`config.mk`:
```
export PLATFORM = sky130hd
export DESIGN_NAME = white_blob_steering_top
export DESIGN_NICKNAME = d
export VERILOG_FILES = /design/src/rtl/wbs_pkg.sv /design/src/rtl/wbs_queue.sv /design/src/rtl/wbs_front.sv /design/src/rtl/wbs_back.sv /design/src/rtl/white_blob_steering_top.sv
export VERILOG_INCLUDE_DIRS = /design/src /design/src/rtl
export SDC_FILE = /design/constraint.sdc
export NUM_CORES = 1
export LEC_CHECK = 0
export ABC_AREA = 1
export BUFFER_PORTS_ARGS = -buffer_cell sky130_fd_sc_hd__buf_2
export CORE_MARGIN = 2
export CORE_UTILIZATION = 49
export DETAILED_ROUTE_END_ITERATION = 10
export HOLD_SLACK_MARGIN = 0.1
export PLACE_DENSITY = 0.64
export REMOVE_ABC_BUFFERS = 1
export SLEW_MARGIN = 15
export SYNTH_ARGS = -nofsm -noshare
export SYNTH_HDL_FRONTEND = slang
export SYNTH_SLANG_ARGS = --single-unit
```
`constraint.sdc`:
```
create_clock -name clock -period 5.44 [get_ports clock]
set_input_delay 0.544 -clock clock [delete_from_list [all_inputs] [get_ports clock]]
set_output_delay 0.544 -clock clock [all_outputs]
set_load 0.1 [all_outputs]
```
`src/rtl/white_blob_steering_top_assert.svh`:
```
// assertion macros for the white blob steering rtl, used by wbs_back
`ifndef WHITE_BLOB_STEERING_TOP_ASSERT_SVH
`define WHITE_BLOB_STEERING_TOP_ASSERT_SVH

// same-cycle implication, sampled on clock, off while reset is high
`define WBS_ASSERT_NOW(label, ante, cons, msg) \
   label: assert property (@(posedge clock) disable iff (reset) (ante) |-> (cons)) \
      else $error(msg);

// next-cycle implication, sampled on clock, off while reset is high
`define WBS_ASSERT_NEXT(label, ante, cons, msg) \
   label: assert property (@(posedge clock) disable iff (reset) (ante) |=> (cons)) \
      else $error(msg);

`endif

```
`src/rtl/wbs_pkg.sv`:
```
// types and constants shared by the white blob steering modules
`default_nettype none

package wbs_pkg;

   localparam int SUM_W      = 37;
   localparam int COUNT_W    = 25;
   localparam int MEAN_W     = 12;
   localparam int SIZE_W     = 13;
   localparam int CSR_IDX_W  = 2;
   localparam int CSR_DATA_W = 25;

   localparam logic [7:0] WHITE_LEVEL = 8'hFF;

   localparam logic [SIZE_W-1:0]  FRAME_WIDTH_RESET  = 13'd640;
   localparam logic [SIZE_W-1:0]  FRAME_HEIGHT_RESET = 13'd480;
   localparam logic [COUNT_W-1:0] NEAR_COUNT_RESET   = 25'd100000;

   localparam logic [CSR_IDX_W-1:0] CSR_FRAME_WIDTH  = 2'd0;
   localparam logic [CSR_IDX_W-1:0] CSR_FRAME_HEIGHT = 2'd1;
   localparam logic [CSR_IDX_W-1:0] CSR_NEAR_COUNT   = 2'd2;

   typedef enum logic [2:0] {
      CMD_NONE    = 3'd0,
      CMD_LEFT    = 3'd1,
      CMD_RIGHT   = 3'd2,
      CMD_FORWARD = 3'd3,
      CMD_NEAR    = 3'd4
   } command_type;

   typedef struct packed {
      logic [7:0] red;
      logic [7:0] green;
      logic [7:0] blue;
   } req_type;

   typedef struct packed {
      command_type        command;
      logic [COUNT_W-1:0] pixel_count;
      logic [MEAN_W-1:0]  mean_column;
   } rsp_type;

   // per-frame totals handed from front to back
   typedef struct packed {
      logic [SUM_W-1:0]   column_sum;
      logic [COUNT_W-1:0] white_total;
   } tally_type;

endpackage

`default_nettype wire

```
`src/rtl/wbs_queue.sv`:
```
// two-entry queue of frame totals between the pixel front end and the divider
`default_nettype none

module wbs_queue (
   input  wire                   clock,
   input  wire                   reset,
   input  wire                   push,
   input  wbs_pkg::tally_type    push_data,
   output logic                  full,
   input  wire                   pop,
   output wbs_pkg::tally_type    pop_data,
   output logic                  empty
);
   import wbs_pkg::*;

   tally_type  entry_ff [2];
   logic       wr_ptr_ff;
   logic       rd_ptr_ff;
   logic [1:0] fill_ff;
   logic [1:0] fill_in;

   assign full     = (fill_ff == 2'd2);
   assign empty    = (fill_ff == 2'd0);
   assign pop_data = entry_ff[rd_ptr_ff];

   always_comb begin
      fill_in = fill_ff;
      if (push && !pop) begin
         fill_in = fill_ff + 2'd1;
      end else if (pop && !push) begin
         fill_in = fill_ff - 2'd1;
      end
   end

   always_ff @(posedge clock) begin
      if (reset) begin
         wr_ptr_ff <= 1'b0;
         rd_ptr_ff <= 1'b0;
         fill_ff   <= 2'd0;
      end else begin
         fill_ff <= fill_in;
         if (push) begin
            wr_ptr_ff <= ~wr_ptr_ff;
         end
         if (pop) begin
            rd_ptr_ff <= ~rd_ptr_ff;
         end
      end
   end

   always_ff @(posedge clock) begin
      if (push) begin
         entry_ff[wr_ptr_ff] <= push_data;
      end
   end

endmodule

`default_nettype wire

```
`src/rtl/wbs_front.sv`:
```
// pixel front end: raster position, white test and per-frame accumulation
`default_nettype none

module wbs_front #(
   parameter int MAX_WIDTH  = 4096,
   parameter int MAX_HEIGHT = 4096,
   localparam int WW = $clog2(MAX_WIDTH + 1),
   localparam int HW = $clog2(MAX_HEIGHT + 1)
) (
   input  wire                   clock,
   input  wire                   reset,
   input  wire                   req_valid,
   output logic                  req_ready,
   input  wbs_pkg::req_type      req_data,
   input  wire  [WW-1:0]         width_eff,
   input  wire  [HW-1:0]         height_eff,
   input  wire                   queue_full,
   output logic                  push,
   output wbs_pkg::tally_type    push_data
);
   import wbs_pkg::*;

   localparam int CW = $clog2(MAX_WIDTH);

   logic [CW-1:0]      column_ff;
   logic [HW-1:0]      row_ff;
   logic [COUNT_W-1:0] white_total_ff;
   logic [SUM_W-1:0]   column_sum_ff;

   logic [CW-1:0]      column_in;
   logic [HW-1:0]      row_in;
   logic [COUNT_W-1:0] white_total_in;
   logic [SUM_W-1:0]   column_sum_in;

   logic               last_col;
   logic               last_px;
   logic               accept;
   logic               white;
   logic [COUNT_W-1:0] total_add;
   logic [SUM_W-1:0]   sum_add;

   // a width shrunk mid-row wraps the column at once
   assign last_col  = (WW'(column_ff) + WW'(1)) >= width_eff;
   assign last_px   = last_col && ((row_ff + HW'(1)) >= height_eff);
   assign req_ready = !(queue_full && last_px);
   assign accept    = req_valid && req_ready;

   assign white = (req_data.red == WHITE_LEVEL) && (req_data.green == WHITE_LEVEL)
                  && (req_data.blue == WHITE_LEVEL);

   assign total_add = white_total_ff + COUNT_W'(white);
   assign sum_add   = column_sum_ff + (white ? SUM_W'(column_ff) : '0);

   assign push                  = accept && last_px;
   assign push_data.column_sum  = sum_add;
   assign push_data.white_total = total_add;

   always_comb begin
      column_in      = column_ff;
      row_in         = row_ff;
      white_total_in = white_total_ff;
      column_sum_in  = column_sum_ff;
      if (accept) begin
         if (last_col) begin
            column_in = '0;
            row_in    = last_px ? '0 : row_ff + HW'(1);
         end else begin
            column_in = column_ff + CW'(1);
         end
         white_total_in = last_px ? '0 : total_add;
         column_sum_in  = last_px ? '0 : sum_add;
      end
   end

   always_ff @(posedge clock) begin
      if (reset) begin
         column_ff      <= '0;
         row_ff         <= '0;
         white_total_ff <= '0;
         column_sum_ff  <= '0;
      end else begin
         column_ff      <= column_in;
         row_ff         <= row_in;
         white_total_ff <= white_total_in;
         column_sum_ff  <= column_sum_in;
      end
   end

endmodule

`default_nettype wire

```
`src/rtl/wbs_back.sv`:
```
// back end: bit-serial mean division, steering decision and result register
`default_nettype none
`include "white_blob_steering_top_assert.svh"

module wbs_back #(
   parameter int MAX_WIDTH = 4096,
   localparam int WW = $clog2(MAX_WIDTH + 1)
) (
   input  wire                          clock,
   input  wire                          reset,
   input  wire                          pop_valid,
   output logic                         pop,
   input  wbs_pkg::tally_type           pop_data,
   input  wire  [WW-1:0]                width_eff,
   input  wire  [wbs_pkg::COUNT_W-1:0]  near_count,
   output logic                         rsp_valid,
   input  wire                          rsp_ready,
   output wbs_pkg::rsp_type             rsp_data
);
   import wbs_pkg::*;

   localparam int STEP_W = $clog2(SUM_W + 1);

   typedef enum logic [1:0] {
      ST_IDLE,
      ST_DIV,
      ST_DECIDE
   } state_type;

   state_type          state_ff;
   logic [SUM_W-1:0]   quot_ff;
   logic [COUNT_W:0]   rem_ff;
   logic [COUNT_W-1:0] divisor_ff;
   logic [STEP_W-1:0]  step_ff;
   logic               rsp_valid_ff;
   rsp_type            rsp_data_ff;

   logic [COUNT_W:0]   shifted;
   logic               fits;
   logic [COUNT_W:0]   rem_in;
   logic [SUM_W-1:0]   quot_in;
   logic               out_free;
   logic [WW-1:0]      quarter;
   logic [WW+1:0]      three_w;
   logic [WW-1:0]      three_q;
   rsp_type            rsp_in;
   logic               in_decide;
   logic               div_more;
   logic               none_ok;

   // one quotient bit per cycle, dividend shifts out as quotient shifts in
   assign shifted = {rem_ff[COUNT_W-1:0], quot_ff[SUM_W-1]};
   assign fits    = shifted >= {1'b0, divisor_ff};
   assign rem_in  = fits ? (shifted - {1'b0, divisor_ff}) : shifted;
   assign quot_in = {quot_ff[SUM_W-2:0], fits};

   assign out_free = !rsp_valid_ff || rsp_ready;
   assign pop      = (state_ff == ST_IDLE) && pop_valid;

   assign quarter = width_eff >> 2;
   assign three_w = {1'b0, width_eff, 1'b0} + (WW+2)'(width_eff);
   assign three_q = WW'(three_w >> 2);

   always_comb begin
      rsp_in.pixel_count = divisor_ff;
      rsp_in.mean_column = quot_ff[MEAN_W-1:0];
      if (divisor_ff == '0) begin
         rsp_in.command     = CMD_NONE;
         rsp_in.mean_column = '0;
      end else if (quot_ff < SUM_W'(quarter)) begin
         rsp_in.command = CMD_LEFT;
      end else if (quot_ff > SUM_W'(three_q)) begin
         rsp_in.command = CMD_RIGHT;
      end else if (divisor_ff < near_count) begin
         rsp_in.command = CMD_FORWARD;
      end else begin
         rsp_in.command = CMD_NEAR;
      end
   end

   always_ff @(posedge clock) begin
      if (reset) begin
         state_ff     <= ST_IDLE;
         step_ff      <= '0;
         rsp_valid_ff <= 1'b0;
      end else begin
         // in decide the valid bit is handled below
         if (rsp_valid_ff && rsp_ready && (state_ff != ST_DECIDE)) begin
            rsp_valid_ff <= 1'b0;
         end
         case (state_ff)
            ST_IDLE: begin
               if (pop_valid) begin
                  quot_ff    <= pop_data.column_sum;
                  divisor_ff <= pop_data.white_total;
                  rem_ff     <= '0;
                  step_ff    <= STEP_W'(SUM_W);
                  state_ff   <= ST_DIV;
               end
            end
            ST_DIV: begin
               quot_ff <= quot_in;
               rem_ff  <= rem_in;
               step_ff <= step_ff - STEP_W'(1);
               if (step_ff == STEP_W'(1)) begin
                  state_ff <= ST_DECIDE;
               end
            end
            ST_DECIDE: begin
               if (out_free) begin
                  rsp_data_ff  <= rsp_in;
                  rsp_valid_ff <= 1'b1;
                  state_ff     <= ST_IDLE;
               end
            end
            default: begin
               state_ff <= ST_IDLE;
            end
         endcase
      end
   end

   assign rsp_valid = rsp_valid_ff;
   assign rsp_data  = rsp_data_ff;

   assign in_decide = (state_ff == ST_DECIDE);
   assign div_more  = (state_ff == ST_DIV) && (step_ff != STEP_W'(1));
   assign none_ok   = (rsp_data_ff.command == CMD_NONE) == (rsp_data_ff.pixel_count == '0);

   `WBS_ASSERT_NOW(a_result_from_decide, $rose(rsp_valid_ff), $past(in_decide), "result early")
   `WBS_ASSERT_NEXT(a_div_runs_full_length, div_more, state_ff == ST_DIV, "division cut short")
   `WBS_ASSERT_NOW(a_none_iff_no_white, rsp_valid_ff, none_ok, "no-blob command vs count")

endmodule

`default_nettype wire

```
`src/rtl/white_blob_steering_top.sv`:
```
// top level of the white blob steering block: config registers and module wiring
//
// Pixels enter on the req_ channel (valid/ready) in raster order, one per transfer,
// as red/green/blue bytes. The block tracks column and row from frame_width and
// frame_height (0 reads as 1, values above MAX_WIDTH/MAX_HEIGHT read as the maximum).
// For each frame one command leaves on the rsp_ channel with the
// white pixel count and the truncated mean column of the white pixels.
// Throughput: one pixel per cycle while req_ready is high. Frame totals wait in a
// two-entry queue for the back end, which takes a new total only when idle and then
// runs a bit-serial divider and a decision step; frames that arrive faster than the
// back end clears them make the front end hold req_ready low on a frame's last pixel
// while the queue is full.
// A stalled rsp_ receiver holds the result register; pixels keep flowing until the
// queue fills. Reset (synchronous, active high) empties the queue, clears position
// and totals, and loads the registers with 640 x 480 and a near count of 100000.
// csr_ writes are registered, with no read-back; an unknown index is ignored.
`default_nettype none

module white_blob_steering_top #(
   parameter int MAX_WIDTH  = 4096,
   parameter int MAX_HEIGHT = 4096
) (
   input  wire                             clock,
   input  wire                             reset,
   input  wire                             req_valid,
   output logic                            req_ready,
   input  wbs_pkg::req_type                req_data,
   output logic                            rsp_valid,
   input  wire                             rsp_ready,
   output wbs_pkg::rsp_type                rsp_data,
   input  wire                             csr_wr_en,
   input  wire  [wbs_pkg::CSR_IDX_W-1:0]   csr_index,
   input  wire  [wbs_pkg::CSR_DATA_W-1:0]  csr_wdata
);
   import wbs_pkg::*;

   localparam int WW = $clog2(MAX_WIDTH + 1);
   localparam int HW = $clog2(MAX_HEIGHT + 1);

   logic [SIZE_W-1:0]  frame_width_ff;
   logic [SIZE_W-1:0]  frame_height_ff;
   logic [COUNT_W-1:0] near_count_ff;

   logic [WW-1:0] width_eff;
   logic [HW-1:0] height_eff;

   logic      queue_full;
   logic      queue_empty;
   logic      push;
   logic      pop;
   tally_type push_data;
   tally_type pop_data;

   always_ff @(posedge clock) begin
      if (reset) begin
         frame_width_ff  <= FRAME_WIDTH_RESET;
         frame_height_ff <= FRAME_HEIGHT_RESET;
         near_count_ff   <= NEAR_COUNT_RESET;
      end else if (csr_wr_en) begin
         case (csr_index)
            CSR_FRAME_WIDTH:  frame_width_ff  <= csr_wdata[SIZE_W-1:0];
            CSR_FRAME_HEIGHT: frame_height_ff <= csr_wdata[SIZE_W-1:0];
            CSR_NEAR_COUNT:   near_count_ff   <= csr_wdata[COUNT_W-1:0];
            default: begin
            end
         endcase
      end
   end

   always_comb begin
      if (frame_width_ff == '0) begin
         width_eff = WW'(1);
      end else if (32'(frame_width_ff) > 32'(MAX_WIDTH)) begin
         width_eff = WW'(MAX_WIDTH);
      end else begin
         width_eff = WW'(frame_width_ff);
      end
      if (frame_height_ff == '0) begin
         height_eff = HW'(1);
      end else if (32'(frame_height_ff) > 32'(MAX_HEIGHT)) begin
         height_eff = HW'(MAX_HEIGHT);
      end else begin
         height_eff = HW'(frame_height_ff);
      end
   end

   wbs_front #(
      .MAX_WIDTH  (MAX_WIDTH),
      .MAX_HEIGHT (MAX_HEIGHT)
   ) u_front (
      .clock      (clock),
      .reset      (reset),
      .req_valid  (req_valid),
      .req_ready  (req_ready),
      .req_data   (req_data),
      .width_eff  (width_eff),
      .height_eff (height_eff),
      .queue_full (queue_full),
      .push       (push),
      .push_data  (push_data)
   );

   wbs_queue u_queue (
      .clock     (clock),
      .reset     (reset),
      .push      (push),
      .push_data (push_data),
      .full      (queue_full),
      .pop       (pop),
      .pop_data  (pop_data),
      .empty     (queue_empty)
   );

   wbs_back #(
      .MAX_WIDTH (MAX_WIDTH)
   ) u_back (
      .clock      (clock),
      .reset      (reset),
      .pop_valid  (!queue_empty),
      .pop        (pop),
      .pop_data   (pop_data),
      .width_eff  (width_eff),
      .near_count (near_count_ff),
      .rsp_valid  (rsp_valid),
      .rsp_ready  (rsp_ready),
      .rsp_data   (rsp_data)
   );

endmodule

`default_nettype wire
```
==> results of run 1 <==
## cells by family after synthesis
kind of cell,Yosys count
AND/OR/NAND/NOR,1168
XOR/XNOR,80
adder cells (fa/ha/maj),130
multiplexers,26
flip-flops,403
AO/OA/AOI/OAI,390
buffers and inverters,422
## routing by layer
metal,vias to the layer above,track usage (%)
met4,0,7.52
met5,-,0
met1,8310,30.4
li1,8869,-
met2,399,41.9
met3,87,3.52
## cell usage in the layout, fill, tap and decap left out, types with 3 or more instances in the layout
cell type / instances
xor2_1: 49
nor4_1: 14
dfxtp_1: 151
nand3_1: 119
o21ai_0: 126
fa_1: 3
o211ai_1: 38
clkbuf_1: 12
buf_4: 13
clkbuf_8: 4
buf_12: 3
bufinv_16: 8
clkbuf_16: 45
inv_1: 341
mux2_2: 25
nor2_4: 3
nand2_1: 656
a21oi_1: 201
nor3b_1: 4
o21bai_1: 9
nand3_2: 3
and2_1: 7
ha_1: 127
nor2_1: 242
clkinv_1: 5
clkinv_2: 3
nand3b_1: 10
nor3_1: 32
edfxtp_1: 251
clkinv_4: 3
buf_2: 96
nor2_2: 4
nand4_1: 65
o21a_1: 6
xnor2_1: 31
clkinvlp_4: 3
## final cells by class
class,count,area (µm²)
antenna,1,2.50
timing repair buffer,112,638
fill,4036,19700
clock buffer,61,1230
sequential,403,10600
clock inverter,21,329
inverter,346,1300
multi-input combinational,1794,9710
tap,592,741
## registers in the layout, summed over array words and instances, names as in the netlist, 13 cells and up, named ones only
register	cells
u_queue.entry_ff	124
near_count_ff	25
u_front.row_ff	13
frame_width_ff	13
u_back.rem_ff	25
u_front.column_sum_ff	37
u_back.quot_ff	37
u_back.divisor_ff	25
frame_height_ff	13
u_back.rsp_data	40
u_front.white_total_ff	25
## synth_stat cells (2+ instances only)
cell type,count,area [µm²]
nand3_4,2,35.0
buf_6,9,101
nand3b_1,10,75.1
dfxtp_1,152,3040
nand2_2,2,12.5
buf_2,12,60.1
nor2_2,4,25.0
edfxtp_1,251,7540
fa_1,3,60.1
o21ai_0,126,631
ha_1,127,1590
o211ai_1,38,285
o21ai_1,2,10.0
clkinv_1,2,7.51
inv_1,343,1290
nand3_2,3,30.0
a211oi_1,2,15.0
nor3b_1,4,30.0
buf_1,5,18.8
o21a_1,6,45.0
clkbuf_1,48,180
nor4_1,15,93.8
o21bai_1,9,67.6
nand4_1,65,407
buf_4,2,15.0
nand3_1,119,596
and2_1,7,43.8
nand2_1,656,2460
xor2_1,49,429
a21oi_1,201,1010
xnor2_1,31,272
nor2_1,245,920
a31oi_1,2,12.5
mux2_2,25,282
nor3_1,33,165
## where the power goes
group | switching [mW] | internal, mW
Sequential | 0.197 | 3.64
Combinational | 1.66 | 0.786
Clock | 1.23 | 1.96
## worst min-delay path, stage by stage
cell and delay [ns]:
buf_2 0.10, nand2_1 0.05, o211ai_1 0.07
## path summary, 6_finish.rpt
check | to | slack (ns) | cells past startpoint
worst max-delay path | u_back.rsp_data[37] | 1.07 | 27
worst min-delay path | near_count_ff[16] | 0.23 | 3
worst min register to register | flop | 0.45 | 1
worst max register to register | u_back.rsp_data[37] | 1.07 | 27
## through the flow
step | hold WS (ns) | std cells | worst slack, ns
floorplan | 0.426 | 2543 | -0.121
global placement | 0.421 | 3246 | 1.27
detailed placement | 0.444 | 3246 | 1.17
CTS | 0.197 | 3328 | 1.12
global route | 0.217 | 3329 | 0.561
finish | 0.231 | 3330 | 1.07
==> flow_summary.json, run 1 <==
{
  "slew_headroom_pct": 31.8,
  "async_reset_ff_share_pct": 0,
  "gp_congestion": 0.965,
  "drive_above_1_share_pct": 8.37,
  "cp-start-kind": "flop",
  "vias": 17700,
  "cts-root-buf": "clkbuf_16",
  "dieWidth_um": 216,
  "wl_per_cell_um": 16.6,
  "grt_max_degree": 99,
  "vdd_drop_max_uv": 235,
  "first_iter_violations": 1122,
  "cp_max_fo": 7,
  "syn_area_um2": 21900,
  "firstDrtPassIters": 5,
  "grt_pass1_wl_mm": 88.6,
  "period_share_pct": 80.4,
  "core_area_um2": 44200,
  "synth_compound_area_share_pct": 9.65,
  "maxCapViolCount": 0,
  "syn_inst": 2619,
  "boundaryPins": 98,
  "tns_ns": 0,
  "wl_met2_mm": 26.8,
  "cpLargestDelayFamily": "simple AND/OR/NAND/NOR gates",
  "antenna_found_initial": 0,
  "power_mw": 9.48,
  "top_layer": "met4",
  "yosysSeqAreaShare_pct": 48.3,
  "worstSetupPathType": "reg -> reg",
  "grt.total_usage_pct": 23.9,
  "avgViaCountPerCell": 5.30,
  "cts_hold_buf": 0,
  "avgSynthCellArea_um2": 8.37,
  "min-delay-start": "csr_wdata[16]",
  "cts_tree": "done",
  "muxShareOfSynthArea_pct": 1.33,
  "hold_violations": 0,
  "crit_required_ns": 5.73,
  "numPortBuffers": 97,
  "ys_seq_elements": 403,
  "yosysWarnings": 0,
  "r2r_start": "frame_width_ff[4]",
  "start_util_pct": 49.6,
  "cts_setup_buffers": 0,
  "dpl_cell_area_um2": 22900,
  "wl_mm": 55.4,
  "worstMarginPinSlew_ns": 1.02,
  "worstHoldPathType": "in -> reg",
  "setup_violations": 0,
  "cts_buffers": 44,
  "synth_top_family_by_area": "simple AND/OR/NAND/NOR gates",
  "clk_pin_slew_ns": 0.06,
  "cts_sinks": 403,
  "clockBufferDepth": 3,
  "ctsHtreeMaxLevel": 2,
  "crit_start": "frame_width_ff[4]",
  "grt_pass1_vias": 17100,
  "fmax_mhz": 229,
  "worstSetupEndpointType": "flop",
  "synth_ff_type": "edfxtp_1",
  "p_per_area_nw_per_um2": 386,
  "final_core_util_pct": 55.5,
  "insertion_delay_ns": 0.57,
  "fin_skew_ns": 0.0150,
  "wl_met3_mm": 2.58,
  "drc_errors": 0,
  "power.static_leakage_nw": 10.5,
  "hpwl_mm": 40.7,
  "synthSimpleGateAreaFrac_pct": 22.4,
  "status": "finished, final reports clean",
  "layout_min_cycle_time_ns": 4.37,
  "die_area_um2": 46500,
  "synth_cell_types": 44,
  "grt_overflow": 0,
  "cpPeakStageDelay_ns": 0.44,
  "die_y_um": 216,
  "rsz0062_at_grt": "false",
  "cpMostUsedCell": "nand2_1",
  "fin_area_um2": 24500,
  "fin_nets": 2887,
  "critPathArrivalTime_ns": 4.67,
  "met1Wirelength_mm": 24.5,
  "synth_edf_count": 251,
  "ant_nets": 0,
  "area_delta_synth_final_pct": 11.9,
  "crit_buf_inv": 2,
  "slew_violations": 0,
  "post_cts_resized": 0,
  "synthAdderAreaFrac_pct": 7.52,
  "synth-xor-area-share_pct": 3.20,
  "cp_slowest_cell": "fa_1",
  "fp-row-count": 77
}
No activity file was read; power rests on OpenSTA's default activity.
==> run 2, diff against run 1 <==
==> constraint.sdc (replaced) <==
create_clock -name clock -period 3.99 [get_ports clock]
set_input_delay 0.399 -clock clock [delete_from_list [all_inputs] [get_ports clock]]
set_output_delay 0.399 -clock clock [all_outputs]
set_load 0.1 [all_outputs]
==> flow_summary.json, run 2 (same netlist as run 1, synthesis figures left out) <==
{
  "dp_slack_ns": 0.117,
  "largest_reg_flops": 124,
  "cp_max_fo": 6,
  "cts_sinks": 403,
  "wl_per_cell_um": 16.5,
  "worstHoldPathType": "in -> reg",
  "maxCapViolCount": 0,
  "grt_pass1_vias": 17200,
  "final_common_cell": "nand2_1",
  "hold_path_end": "frame_height_ff[7]",
  "dieWidth_um": 216,
  "cp_cell_sequence": "nor2_1, nand3_1, nor2_1, nand2_1, nand2_1, inv_1, buf_6, nor2_4, buf_4, inv_1, ha_1, nand2_1, inv_1, nand2_1, nand3_1, nand2_1, nand3_4, nand3_4, buf_4",
  "slew_headroom_pct": 30.2,
  "hpwl_mm": 40.7,
  "grt.total_usage_pct": 23.9,
  "antenna_found_initial": 0,
  "place_inst": 3263,
  "layout_common_cells": "nand2_1 (654), inv_1 (334), edfxtp_1 (251)",
  "slew_violations": 0,
  "crit_buf_inv": 6,
  "power_mw": 12.6,
  "worstSetupEndpointType": "output port",
  "instances_no_fill": 3352,
  "critPathArrivalTime_ns": 3.32,
  "gp_congestion": 0.952,
  "p_per_area_nw_per_um2": 509,
  "cts_buffers": 44,
  "ctsHtreeMaxLevel": 2,
  "status": "finished, final reports clean",
  "die_area_um2": 46500,
  "worstSetupPathType": "reg -> out",
  "crit_required_ns": 3.59,
  "antenna_cells": 0,
  "cpLargestDelayFamily": "simple AND/OR/NAND/NOR gates",
  "layout_min_cycle_time_ns": 3.71,
  "cts-root-buf": "clkbuf_16",
  "tns_ns": 0,
  "die_y_um": 216,
  "numPortBuffers": 97,
  "clk_pin_slew_ns": 0.06,
  "setup_violations": 0,
  "grt_max_degree": 74,
  "ant_nets": 0,
  "core_area_um2": 44200,
  "min-delay-start": "csr_wdata[7]",
  "area_delta_synth_final_pct": 13.1,
  "fp-row-count": 77,
  "worstMarginPinSlew_ns": 1.04,
  "fmax_mhz": 269,
  "fin_nets": 2910,
  "r2r-end": "u_back.rsp_data[38]",
  "boundaryPins": 98,
  "r2r_start": "frame_width_ff[4]",
  "power.static_leakage_nw": 10.6,
  "ff2ff_path_depth": 25,
  "max_flop_register": "u_queue.entry_ff",
  "insertion_delay_ns": 0.57,
  "setup_slack_ns": 0.275,
  "holdPathStages": 3,
  "cp-start-kind": "flop",
  "vias": 17800,
  "wl_mm": 55.4,
  "start_util_pct": 49.6,
  "firstDrtPassIters": 7,
  "r2r_setup_slack_ns": 0.38,
  "drc_errors": 0,
  "period_share_pct": 93.1,
  "avgViaCountPerCell": 5.30,
  "fin_skew_ns": 0.0212,
  "clockBufferDepth": 3,
  "drive_above_1_share_pct": 10.0,
  "cts_tree": "done",
  "cpPeakStageDelay_ns": 0.33,
  "grt_overflow": 0,
  "cpMostUsedCell": "nand2_1",
  "first_iter_violations": 1230,
  "hold_violations": 0,
  "vdd_drop_max_uv": 370,
  "cp_slowest_cell": "dfxtp_1",
  "grt_pass1_wl_mm": 88.9
}
==> run 2: cell count changes in the layout (fill, tap and decap cells not counted), sizes merged <==
cell,change
clkinv,+7
bufinv,-4
clkbuf,-4
buf,+18
dlygate4sd3,+5
diode,-1
clkinvlp,+1
==> run 2: worst max-delay path by stage <==
| stage | start | endpoint | slack, ns | cells after the start |
|---|---|---|---|---|
| 6_report | frame_width_ff[4] | req_ready | 0.28 | 19 |
| 5_1_grt | frame_width_ff[3] | u_back.rsp_data[37] | -0.04 | 27 |
| 4_1_cts | frame_width_ff[4] | u_back.rsp_data[38] | 0.08 | 26 |
| 3_5_place_dp | frame_width_ff[4] | u_back.rsp_data[38] | 0.12 | 26 |
| 3_3_place_gp | frame_width_ff[4] | u_back.rsp_data[38] | 0.16 | 26 |
| 2_1_floorplan | u_front.column_ff[0] | u_queue.entry_ff[0][0] | -1.57 | 16 |
==> run 2: worst min-delay path, stage by stage <==
cell     delay (ns)
buf_2          0.15
nand2_1        0.07
nand3_1        0.07
==> run 2: layout make-up <==
| type | count | area (µm²) |
|---|---|---|
| clock inverter | 25 | 246 |
| timing repair buffer | 135 | 880 |
| tap | 592 | 741 |
| sequential | 403 | 10600 |
| multi-input combinational | 1794 | 9870 |
| clock buffer | 57 | 1180 |
| fill | 3963 | 19400 |
| inverter | 346 | 1300 |
==> run 2: power breakdown <==
group	switching [mW]	leakage, nW	internal, mW	total, mW
logic	2.20	6.06	1.11	3.31
clock network	1.67	0.686	2.36	4.03
registers	0.335	3.81	4.95	5.29
==> run 2: routing by layer <==
metal | vias to the layer above | part of all wire (%) | global-route usage [%] | wire length, µm
met5 | - | 0 | 0 | 0
met4 | 0 | 3.0 | 8.44 | 1640
met3 | 100 | 4.6 | 3.64 | 2560
met2 | 399 | 48 | 41.2 | 26700
met1 | 8322 | 44 | 30.6 | 24500
li1 | 8932 | - | - | -
==> run 2: through the flow <==
step	area, µm²	hold slack [ns]	utilization (%)
finish	24800	0.136	56.1
global route	24800	0.126	56.1
CTS	24600	0.102	55.7
detailed placement	23100	0.432	52.3
global placement	23100	0.420	52.3
floorplan	21600	0.426	-
==> run 2: timing repair <==
action,CTS,global route
resized for setup,0,48
endpoints found under the setup margin,0,5
buffers inserted,0,2
endpoints found under the hold margin,5,0
hold buffers,5,0
